## config.mk

```make
export PLATFORM = sky130hd
export DESIGN_NAME = rthl_sqrt
export DESIGN_NICKNAME = d
export VERILOG_FILES = /design/src/sv/rthl_pkg.sv /design/src/sv/rthl_sqrt.sv
export SDC_FILE = /design/constraint.sdc
export NUM_CORES = 2
export LEC_CHECK = 0
export ABC_AREA = 1
export BUFFER_PORTS_ARGS = -buffer_cell sky130_fd_sc_hd__buf_2
export CAP_MARGIN = 20
export CORE_AREA = 2 2 439 332
export CTS_CLUSTER_SIZE = 14
export DETAILED_ROUTE_END_ITERATION = 12
export DIE_AREA = 0 0 441 334
export PLACE_DENSITY = 0.77
export SETUP_SLACK_MARGIN = 0.02
export SYNTH_ARGS = -nofsm -noshare
export SYNTH_HDL_FRONTEND = slang
export SYNTH_SLANG_ARGS = --single-unit
```

## constraint.sdc

```tcl
create_clock -name clk_i -period 2.3 [get_ports clk_i]
set_clock_uncertainty 0.1 [all_clocks]
set_input_delay 0.23 -clock clk_i [delete_from_list [all_inputs] [get_ports clk_i]]
set_output_delay 0.23 -clock clk_i [all_outputs]
set_load 0.01 [all_outputs]
```

## src/sv/rthl_pkg.sv

```systemverilog
// ----------------------------------------------------------------------------
// rthl_pkg: shared types, widths and tables
// Fixed-point formats, color form table, hue map and hue magnitudes for the
// RGB to hue/level palette index pipeline.
// ----------------------------------------------------------------------------
package rthl_pkg;

  localparam int FRACTION_BITS = 16;
  localparam int BASE_BITS     = 24;
  localparam int SHIFT         = BASE_BITS - FRACTION_BITS;
  localparam logic [63:0] RND  = (64'd1 << SHIFT) >> 1;

  localparam int SUMW = 18;                  // r^2+g^2+b^2
  localparam int LW   = 9 + FRACTION_BITS;   // magnitude root width
  localparam int XW   = 2 * LW;              // scaled radicand width
  localparam int QW   = FRACTION_BITS + 2;   // normalized component width
  localparam int EW   = 2 * QW + 2;          // form error width
  localparam int TW   = LW + 4;              // level threshold width

  typedef struct packed {
    logic [7:0] red;
    logic [7:0] green;
    logic [7:0] blue;
  } rgb_t;

  typedef logic [LW-1:0] root_t;
  typedef logic [QW-1:0] norm_t;

  typedef enum logic [2:0] {
    ORD_RGB = 3'd0,
    ORD_RBG = 3'd1,
    ORD_BRG = 3'd2,
    ORD_GRB = 3'd3,
    ORD_GBR = 3'd4,
    ORD_BGR = 3'd5
  } ord_e;

  localparam logic [63:0] K_ONE  = 64'd16777216;
  localparam logic [63:0] K_0875 = 64'd14680064;
  localparam logic [63:0] K_0484 = 64'd8122234;
  localparam logic [63:0] K_0707 = 64'd11863284;
  localparam logic [63:0] K_0667 = 64'd11184811;
  localparam logic [63:0] K_0527 = 64'd8842370;
  localparam logic [63:0] K_0577 = 64'd9686331;
  localparam logic [63:0] M_255  = 64'd4278190080;
  localparam logic [63:0] M_291  = 64'd4889360084;
  localparam logic [63:0] M_360  = 64'd6050274209;
  localparam logic [63:0] M_382  = 64'd6417284801;
  localparam logic [63:0] M_441  = 64'd7410042182;

  localparam logic [63:0] FORM_K [5][3] = '{
    '{K_ONE,  64'd0,  64'd0 },
    '{K_0875, K_0484, 64'd0 },
    '{K_0707, K_0707, 64'd0 },
    '{K_0667, K_0527, K_0527},
    '{K_0577, K_0577, K_0577}
  };

  localparam logic [3:0] HUE_MAP [6][5] = '{
    '{4'd12, 4'd14, 4'd10, 4'd15, 4'd0},
    '{4'd12, 4'd13, 4'd5,  4'd15, 4'd0},
    '{4'd1,  4'd4,  4'd5,  4'd6,  4'd0},
    '{4'd7,  4'd9,  4'd10, 4'd11, 4'd0},
    '{4'd7,  4'd8,  4'd3,  4'd11, 4'd0},
    '{4'd1,  4'd2,  4'd3,  4'd6,  4'd0}
  };

  localparam logic [63:0] HUE_MAG [16] = '{
    M_441, M_255, M_291, M_360, M_291, M_360, M_382,
    M_255, M_291, M_291, M_360, M_382,
    M_255, M_291, M_291, M_382
  };

  function automatic logic [63:0] to_frac(input logic [63:0] v);
    to_frac = (v + RND) >> SHIFT;
  endfunction

  function automatic norm_t form_val(input int f, input int j);
    logic [63:0] t;
    t = to_frac(FORM_K[f][j]);
    form_val = t[QW-1:0];
  endfunction

  function automatic root_t mag_frac(input logic [3:0] hue);
    logic [63:0] t;
    t = to_frac(HUE_MAG[hue]);
    mag_frac = t[LW-1:0];
  endfunction

endpackage

```

## src/sv/rthl_sqrt.sv

```systemverilog
// ----------------------------------------------------------------------------
// rthl_sqrt: pipelined magnitude root
// Restoring square root of (r^2+g^2+b^2) scaled by 2^(2F), one result bit
// per register stage.
// ----------------------------------------------------------------------------
module rthl_sqrt import rthl_pkg::*; (
  input  logic            clk_i,
  input  logic            rst_ni,
  input  logic            en_i,
  input  logic            valid_i,
  input  rgb_t            rgb_i,
  input  logic [SUMW-1:0] sum_i,
  output logic            valid_o,
  output rgb_t            rgb_o,
  output root_t           root_o
);

  localparam int RW = LW + 3;

  logic [RW-1:0] rem_q  [LW];
  root_t         root_q [LW];
  logic [XW-1:0] x_q    [LW];
  rgb_t          rgb_q  [LW];
  logic          v_q    [LW];

  for (genvar i = 0; i < LW; i++) begin : g_step
    logic [RW-1:0] rem_in;
    root_t         root_in;
    logic [XW-1:0] x_in;
    logic          v_in;
    rgb_t          rgb_in;
    logic [RW-1:0] cur;
    logic [RW-1:0] trial;
    logic          ge;

    if (i == 0) begin : g_first
      assign rem_in  = '0;
      assign root_in = '0;
      assign x_in    = {sum_i, {(2 * FRACTION_BITS){1'b0}}};
      assign v_in    = valid_i;
      assign rgb_in  = rgb_i;
    end else begin : g_next
      assign rem_in  = rem_q[i-1];
      assign root_in = root_q[i-1];
      assign x_in    = x_q[i-1];
      assign v_in    = v_q[i-1];
      assign rgb_in  = rgb_q[i-1];
    end

    assign cur   = {rem_in[RW-3:0], x_in[XW-1 -: 2]};
    assign trial = {1'b0, root_in, 2'b01};
    assign ge    = (cur >= trial);

    always_ff @(posedge clk_i or negedge rst_ni) begin
      if (!rst_ni) begin
        v_q[i] <= 1'b0;
      end else if (en_i) begin
        v_q[i] <= v_in;
      end
    end

    always_ff @(posedge clk_i) begin
      if (en_i) begin
        rem_q[i]  <= ge ? (cur - trial) : cur;
        root_q[i] <= {root_in[LW-2:0], ge};
        x_q[i]    <= {x_in[XW-3:0], 2'b00};
        rgb_q[i]  <= rgb_in;
      end
    end
  end

  assign valid_o = v_q[LW-1];
  assign rgb_o   = rgb_q[LW-1];
  assign root_o  = root_q[LW-1];

endmodule

```

==> key figures <==
Yosys
  – Yosys reg bits: 1596
  – Synth Net Count: 9305
  – Synth Flop Type: edfxtp_1
  – Post-Synthesis Cells: 8923
  – Async SR Flop Fraction: 1.57%
  – EDFF count, synth: 1571
  – Syn avg cell area: 9.24 um^2
  – Cell Area, Synth: 82500 um^2
  – Yosys warnings: 0
  – Post-synthesis sequential area ratio: 58.0%
  – Yosys cell types: 53

Place
  – Place WS: -631 ps
  – GP Congestion: 1.02
  – HPWL Detailed: 180000 um
  – Input/output buffers: 95
  – Placed cell area: 92400 um^2

STA
  – Tcrit/Tclk final: 104%
  – Final worst slack: -87.4 ps
  – RSZ-0062 raised after global routing: yes
  – Slew Viols, Final: 0
  – WHS: 58.1 ps
  – Slew Limit Headroom: 61.8%
  – FMAX: 419 MHz
  – Final Hold Violating Endpoints: 0
  – Final setup violation count: 62
  – Slew @ Worst Pin: 574 ps
  – Tmin final: 2390 ps

Final layout
  – Seq. cell area: 47800 um^2
  – # fillers: 9854
  – Nets: 10800
  – Multi-input logic area: 34300 um^2
  – Share of post-route cells with drive strength above 1: 26.9%
  – Fin util: 74.9%
  – Layout area overhead: 30.4%
  – Ant. Diodes: 0
  – Post-Layout Inst Area: 108000 um^2

Routing
  – Via density: 5.47
  – Iteration-0 DRC Markers: 8194
  – DRC viols: 0
  – DR pass1 iterations: 6
  – WL/cell: 20.3 um
  – Final ANT Viol Nets: 0
  – Via count: 68000
  – Final wirelength: 253000 um

Setup path
  – Worst Setup Start Kind: flip-flop
  – Path type of the worst setup path: reg2reg
  – CP endpoint kind: flip-flop
  – Worst-path cell chain: ha_4, a21oi_4, inv_2, nor2_4, nand2_4, nor2_4, nand2_4, nor2_8, buf_12, a21oi_2
  – Worst path required time: 2750 ps
  – Critical Path AT: 2840 ps
  – CP max stage delay: 480 ps
  – Critical-path top delay cell: edfxtp_1
  – CP delay by family, top: simple AND/OR/NAND/NOR gates
  – Max FO, Critical Path: 6
  – WP buf/inv: 2

CTS
  – Clock Latency Late Sink: 840 ps
  – Clock Sinks: 1596
  – CTS tree: built
  – Htree depth: 4
  – CTS clock-pin slew for the worst setup and hold paths: 60 ps
  – Num CTS Buffers: 154
  – Root Buffer: clkbuf_16
  – CTS max path bufs: 3

Die
  – Die area: 147000 um^2
  – Initial Utilization: 57.4%
  – Vertical die dimension: 334 um
  – Site Rows: 121
  – Top Ports: 96
  – Core Box Area: 144000 um^2
  – Overall die width: 441 um

Hold path
  – HP Class: in2reg

Pwr
  – Pwr dens: 788 nW/um^2
  – Design Power: 84.7 mW
  – Peak VDD IR: 0.871 mV
  – Static leakage: 47.7 nW

Status
  – Failing checks: setup timing
  – Status: complete, but fails checks

Flow run
  – Max-cap viol count: 0

GRT
  – Vias in the first global route: 62100
  – Antenna violations before repair: 8
  – GRT Util Overall: 32.7%
  – First-pass GRT wire length: 365000 um
  – Largest net degree at the start of global routing: 87
  – Grt ovf: 0
## sequential cells by signal, summed over array words and instances, names as in the netlist
name         flops
rgb_q          600
rem_q          574
root_q         325
x_q             72
g_step.v_in     24
valid_o          1
## layout by cell type, fill, tap and decap left out, drive strengths merged, types with 3 or more instances in the layout
cell type    count
nand2         2962
inv           1578
edfxtp        1571
buf           1307
nor2           760
nand3          544
ha             321
a21oi          299
clkbuf         208
o21ai          206
nand4          135
xor2           112
xnor2          101
dlygate4sd3     83
nand3b          76
nor3            65
clkinv          46
or2             26
dfrtp           25
and2            16
fa              15
bufinv          13
and3            10
o21bai          10
a21boi           9
clkinvlp         6
nor4             4
o21a             3
o211ai           3
## per-stage QoR
step	TNS (ps)	cells
2_1_floorplan	0	8923
3_3_place_gp	-16050	11800
3_5_place_dp	-19600	11800
4_1_cts	-73.1	12200
5_1_grt	-9640	12400
6_report	-1830	12400
## layout make-up
type | count | share of cell area [%]
timing repair buffer | 1403 | 11.1
inverter | 1571 | 5.56
multi-input combinational | 5687 | 31.9
clock buffer | 195 | 3.78
sequential | 1596 | 44.4
clock inverter | 68 | 0.955
tap | 1906 | 2.22
timing repair inverter | 4 | 0.0244
## synth_stat cells (all sizes together) (2+ instances only)
cell type,count,share of area [%]
nor4,4,0.030
clkbuf,6,0.027
nor3b,2,0.018
edfxtp,1571,57
buf,68,0.60
inv,1571,7.2
fa,15,0.36
xnor2,101,1.1
nor3,65,0.43
o21a,3,0.027
and3,10,0.076
nand4,134,1.0
xor2,112,1.2
dfrtp,25,0.76
o21ai,206,1.3
nor2,760,3.6
o211ai,3,0.027
nand3,541,3.3
and2,16,0.12
or2,26,0.20
o21bai,10,0.091
nand2,2961,14
ha,321,4.9
a21boi,9,0.082
a21o,2,0.018
a21oi,299,2.0
nand3b,76,0.69
## worst reg2reg max path, cell delays in order (launching register included)
cell and delay (ps):
edfxtp_1 480, ha_4 290, a21oi_4 180, inv_2 60, nor2_4 150, nand2_4 70
nor2_4 240, nand2_4 110, nor2_8 220, buf_12 170, a21oi_2 60
## path summary, 6_finish.rpt
path | start | endpoint | slack [ps] | cells past startpoint
setup / recovery | rem_q[0][203]$_DFFE_PP_ | rem_q[1][21]$_DFFE_PP_ | -90 | 10
hold / removal | sum_i[0] | x_q[0][32]$_DFFE_PP_ | 60 | 2
setup reg to reg | rem_q[0][203]$_DFFE_PP_ | rem_q[1][21]$_DFFE_PP_ | -90 | 10
hold reg to reg | rgb_q[6][18]$_DFFE_PP_ | rgb_q[7][18]$_DFFE_PP_ | 310 | 0
max in group asynchronous | rst_ni | g_step[10].v_in$_DFFE_PN0P_ | 1410 | 4
min in group asynchronous | rst_ni | g_step[2].v_in$_DFFE_PN0P_ | 280 | 3
## cells by family after synthesis
group	share of synthesized area [%]
simple gates	23.2
buf+inv	7.78
flops	58.0
compound gates	3.58
fa+ha+maj	5.23
xor+xnor	2.26
other cells	0.00455
mux	0.0137
## per-layer routing
layer	vias up	share of wire (%)	global-route usage (%)
met4	6	2.1	7.15
met1	32200	44	51.8
met2	3463	41	44.2
met3	434	12	9.16
met5	-	0.016	0
li1	31900	-	-
## where the power goes
part,switching [mW],internal (mW)
Sequential,2.41,35.4
Clock,11.6,14.2
Combinational,12.4,8.73
## timing repair
item,4_1_cts,5_1_grt
setup buffers,100,212
gates cloned,14,17
hold endpoints to repair,380,0
setup endpoints to repair,439,542
hold buffers,83,0
gates resized for setup,339,1119
pin swaps,94,304
Note: power is estimated with default switching activity, not from simulation.
